===== src/rtl/pfa_pkg.sv =====
// Package for the paged frame allocator: sizes, codes and shared types.
// Used by every module under rtl.
package pfa_pkg;
   localparam int MemoryBytesDef = 1024;
   localparam int PageBytesDef = 32;
   localparam int MaxProcBytesDef = 256;
   localparam int MaxProcsDef = 128;

   localparam logic [1:0] ACT_CREATE = 2'd0;
   localparam logic [1:0] ACT_LIST = 2'd1;
   localparam logic [1:0] ACT_QUERY = 2'd2;

   localparam logic [2:0] ST_OK = 3'd0;
   localparam logic [2:0] ST_DUP = 3'd1;
   localparam logic [2:0] ST_LARGE = 3'd2;
   localparam logic [2:0] ST_NOMEM = 3'd3;
   localparam logic [2:0] ST_FULL = 3'd4;
   localparam logic [2:0] ST_NOTFOUND = 3'd5;

   typedef struct packed {
      logic [1:0] action;
      logic [15:0] pid;
      logic [15:0] size_bytes;
      logic [4:0] frame_index;
   } req_type;

   typedef struct packed {
      logic [2:0] status;
      logic has_entry;
      logic [2:0] page_number;
      logic [4:0] frame_number;
      logic [3:0] num_pages;
      logic frame_free;
      logic [15:0] owner_id;
      logic last;
   } rsp_type;

   typedef enum logic [2:0] {
      S_IDLE, S_SCAN, S_DECIDE, S_ALLOC, S_LIST, S_QUERY, S_EMIT
   } state_type;
endpackage


===== src/rtl/pfa_fifo.sv =====
// Two-entry request queue between the front and back parts.
// Depends on pfa_pkg.
module pfa_fifo (
   input  logic clock,
   input  logic reset,
   input  logic in_valid,
   output logic in_ready,
   input  pfa_pkg::req_type in_data,
   output logic out_valid,
   input  logic out_ready,
   output pfa_pkg::req_type out_data
);
   import pfa_pkg::*;
   req_type mem_ff [2];
   logic wp_ff, wp_in, rp_ff, rp_in;
   logic [1:0] cnt_ff, cnt_in;
   logic push, pop;

   assign in_ready = (cnt_ff != 2'd2);
   assign out_valid = (cnt_ff != 2'd0);
   assign out_data = mem_ff[rp_ff];
   assign push = in_valid && in_ready;
   assign pop = out_valid && out_ready;

   always_comb begin
      wp_in = push ? ~wp_ff : wp_ff;
      rp_in = pop ? ~rp_ff : rp_ff;
      cnt_in = cnt_ff + {1'b0, push} - {1'b0, pop};
   end

   always_ff @(posedge clock) begin
      if (reset) begin
         wp_ff <= 1'b0;
         rp_ff <= 1'b0;
         cnt_ff <= 2'd0;
      end else begin
         wp_ff <= wp_in;
         rp_ff <= rp_in;
         cnt_ff <= cnt_in;
      end
      if (push) mem_ff[wp_ff] <= in_data;
   end
endmodule


===== config.mk =====
export PLATFORM = sky130hd
export DESIGN_NAME = pfa_fifo
export DESIGN_NICKNAME = d
export VERILOG_FILES = /design/src/rtl/pfa_pkg.sv /design/src/rtl/pfa_fifo.sv
export SDC_FILE = /design/constraint.sdc
export NUM_CORES = 1
export LEC_CHECK = 0
export BUFFER_PORTS_ARGS = -buffer_cell sky130_fd_sc_hd__buf_2
export CORE_MARGIN = 5
export CORE_UTILIZATION = 35
export DETAILED_ROUTE_END_ITERATION = 6
export GPL_ROUTABILITY_DRIVEN = 0
export HOLD_SLACK_MARGIN = 0.12
export PLACE_DENSITY_LB_ADDON = 0.12
export SETUP_SLACK_MARGIN = 0.15
export SLEW_MARGIN = 10
export SYNTH_ARGS = -nofsm -noshare
export SYNTH_HDL_FRONTEND = slang
export SYNTH_SLANG_ARGS = --single-unit
export TNS_END_PERCENT = 30

===== constraint.sdc =====
create_clock -name clock -period 3.7 [get_ports clock]
set_clock_uncertainty 0.1 [all_clocks]
set_input_delay 0.74 -clock clock [delete_from_list [all_inputs] [get_ports clock]]
set_output_delay 0.74 -clock clock [all_outputs]
set_load 0.05 [all_outputs]

==> Word-level counts from Yosys, hierarchy flattened <==
Memories as Yosys holds them, arrays and structs flattened. A register that Yosys moved wholly into a read port is not among the register bits.
Cells that the tools add are included.
Widths: inputs -> output; s select.
{ "word_totals": {"regBits": 4, "mem_bits_rw": 78, "input_bits": 43, "elab_cells": 16, "memories": 1} }
{ "mem_list": {"columns": ["memory", "words", "word_bits", "read_ports", "rd_clocked_by_memory_dff", "wr", "line_no", "source"], "rows": [
  ["mem_ff", 2, 39, 1, 1, 1, "pfa_fifo.sv:14", "req_type mem_ff [2];"]
]} }
{ "classes": {"n_addsub": 2, "eq_ne": 1, "mux": 4, "n_bitwise": 2, "n_reduce_logical": 3} }
{ "op_table": {"columns": ["cell", "n"], "rows": [
  ["$mux 1", 4],
  ["$add 2x1->2", 1],
  ["$logic_and 1x1->1", 2],
  ["$ne 2x2->1 const B", 1],
  ["$not 1->1", 2],
  ["$reduce_bool 2->1", 1],
  ["$sub 2x1->2", 1]
]} }

==> Depth between registers and ports, before layout <==
{ "depth": {"word_depth": 4, "depth_mapped": 8} }

==> Least setup slack after synthesis <==
OpenSTA, ideal clock, no wires.
{ "synth_timing": {"path_kind": "input port to flip-flop", "startpoint": "input in_valid", "endpoint": "memory mem_ff[0][0] (netlist name) (enable)", "setup_ps": 435, "t_arrival_ps": 2477, "slack_ps": 687, "cell_stages": 2, "path_buffers": 0, "path_cell_list": "nand2_1 > nor2_1"} }
{ "synth_via": {"elab_chain_len": 3} }
{ "synth_rtl": {"columns": ["element", "line_no", "source"], "rows": [
  ["from (decl)", "pfa_fifo.sv:6", "input logic in_valid,"],
  ["$logic_and 1x1->1", "pfa_fifo.sv:22", "assign push = in_valid && in_ready;"],
  ["$mux 1", "pfa_fifo.sv:41", "if (push) mem_ff[wp_ff] <= in_data;"],
  ["$mux 1 (not written as such)", "pfa_fifo.sv:41", null],
  ["to (decl)", "pfa_fifo.sv:14", null]
]} }
Every way passes these cells.

==> impl_metrics.toml <==
[grt]
grt_usage = 0.1006
antenna_found_initial = 1
grt_pass1_vias = 1674
grt_max_degree = 40
grt-ovfl-total = 0
grt_pass1_wl_um = 8342

[final_layout]
utilization = 0.4426
multi_input_area_um2 = 611.8
ff_latch_area_mm2 = 0.002444
fill_cells = 780
layout_common_cells = "buf_2 (83), edfxtp_1 (78), mux2_2 (30)"
area_growth_pct = 24.29
layout_commonest_cell = "buf_2"
layout-drive-gt1-share = 0.5950
n_antenna_cell = 0
layout.nets = 282
finalNonFillerCells = 350

[synthesis]
synth-seq-cells = 83
yosys_warnings = 0
synth_fa_ha_area_frac = 0.008097
syn_avg_cell_area_um2 = 21.31
yosysUniqueCellTypes = 18
synth_xor_area_frac = 0.008502
synth_area_mm2 = 0.003090
synth_nets = 190
synth_mux_area_frac = 0.1579
synth_simple_gate_area_share = 0.01822
synth_top_family_by_area = "multiplexers"
syn_inst = 145
seq_area_frac_synth = 0.7903
synth-compound-area-share = 0.002429

[timing]
rsz0062_at_grt = "false"
slew_violations = 0
fin_crit_ns = 2.790
tightestPinTransition_ns = 0.9836
hold_viol = 0
fmax_mhz = 358.4
setup_ws_ns = 0.9096
setup_violations = 0
final.period_utilization = 0.7542
setup_tns_ns = 0
timing.slew.headroom = 0.3443

[pwr]
seqPwrFrac = 0.418
p_leak_nw = 1.459
combPwrFrac = 0.350
p_per_area_mw_per_mm2 = 770.6
irDropWorstVdd_v = 0.0002849
switching_power_mw = 1.092
p_sw_frac = 0.3688
intPower_mw = 1.868
clockPowerShare = 0.231

[critical_path]
path_max_fanout = 24
start_kind = "flop"
cp_cell_sequence = "buf_4 -> mux2_2 -> buf_2"
path_buf_inv = 2
end_kind = "primary output"
crit_type = "reg2out"
path_delay_family = "buffers and inverters"
required_ns = 2.86
slowest_delay_ns = 0.58
cp_slowest_cell = "dfxtp_2"
arrival_ns = 1.95

[die]
ios = 84
core_area_mm2 = 0.008678
die_w_um = 104.0
die_area_mm2 = 0.01081
die_h_um = 104.0
rows = 34
initial_core_util = 0.3561

[placed_design]
placedCellCount = 334
dp.final_hpwl_um = 3597
port_buffers = 83
dp_slack_ns = 1.226

[detailed_routing]
num_vias = 1565
routedWlPerCell_um = 15.17
vias_per_cell = 4.471
drtAntennaViolNets = 0
initialDrtViolationCount = 40
drt_first_pass_iters = 4
routed_wl_um = 5311
drcViolationCount = 0

[clock_network]
clk_latency_ns = 0.33
cts_tree = "done"
post_cts_resized = 0
hold_buffers = 0
clkSinkCount = 83
cts_max_path_buffers = 2
numCtsBuffers = 9
cts_setup_buffers = 0
htree_levels = 3
clkTransAtPathRegs_ns = 0.07
cts-root-buf = "clkbuf_8"

[hold_path]
hold_path.class = "reg2reg"

[flow_run]
cap_violations = 0

[outcome]
status = "finished, final reports clean"
-- power by group through the flow --
stage	clock (mW)	sequential, mW	combinational, mW
3_3_place_gp	0	1.26	1.05
5_1_grt	0.756	1.25	1.10
6_report	0.685	1.24	1.04
2_1_floorplan	0	1.23	0.872
4_1_cts	0.707	1.24	1.06
3_5_place_dp	0	1.26	1.05
-- registers in the layout (all words and copies together), names as in the netlist, named ones only --
name,cells
rp_ff,1
mem_ff,78
wp_ff,1
cnt_ff,2
-- cell type report --
cell class | count | share of cell area
clock buffers | 9 | 0.03225
inverters | 1 | 0.0009772
multi-input cells | 57 | 0.1593
clock inverters | 7 | 0.02410
repair buffers | 85 | 0.1121
flip-flops and latches | 83 | 0.6362
well taps | 108 | 0.03518
-- kinds of logic after synthesis --
logic type	count (synthesis)
mux	40
fa+ha+maj	2
compound gates	1
simple gates	11
flops	83
buf+inv	5
xor+xnor	3
-- synth_stat cells --
cell type | number | share of area
and3_1 | 1 | 0.0020
buf_4 | 2 | 0.0049
buf_6 | 1 | 0.0036
buf_8 | 1 | 0.0049
dfxtp_1 | 5 | 0.032
edfxtp_1 | 78 | 0.76
ha_1 | 2 | 0.0081
inv_1 | 1 | 0.0012
mux2_2 | 30 | 0.11
mux2_4 | 10 | 0.049
nand2_1 | 1 | 0.0012
nand2b_2 | 1 | 0.0028
nor2_1 | 5 | 0.0061
nor2b_1 | 2 | 0.0040
o21a_1 | 1 | 0.0024
or2_2 | 1 | 0.0020
xnor2_1 | 2 | 0.0057
xor2_1 | 1 | 0.0028
-- metrics by stage --
| stage | hold slack (ns) | cell area (um^2) | power (mW) |
|---|---|---|---|
| 2_1_floorplan | 0.3810 | 3090 | 2.106 |
| 4_1_cts | 0.4181 | 3841 | 3.006 |
| 3_3_place_gp | 0.4026 | 3625 | 2.315 |
| 5_1_grt | 0.4552 | 3841 | 3.106 |
| 6_report | 0.4134 | 3841 | 2.960 |
| 3_5_place_dp | 0.3987 | 3625 | 2.317 |
-- worst reg2reg max path, delay by kind of cell (launching register included) --
kind	cells	cell delay [ns]
buf+inv	1	0.42
flops	1	0.36
simple gates	3	0.70
-- metal layers --
layer | vias to the layer above | part of all wire | global-route usage
met2 | 57 | 0.49 | 0.1644
met5 | - | 0.0024 | 0
met3 | 11 | 0.089 | 0.04655
met4 | 2 | 0.020 | 0.05273
met1 | 747 | 0.39 | 0.1085
li1 | 748 | - | -
-- worst paths after layout --
check / cells past startpoint / slack (ns) / endpoint / from
worst max-delay path: 3 / 0.91 / out_data[20] / flop
worst min-delay path: 2 / 0.41 / flop / rp_ff$_SDFFE_PP0P_
worst max register to register: 4 / 1.77 / mem_ff[0][31]$_DFFE_PP_ / cnt_ff[0]$_SDFF_PP0_
worst min register to register: 2 / 0.41 / flop / rp_ff$_SDFFE_PP0P_
No activity file was read; power rests on OpenSTA's default activity.
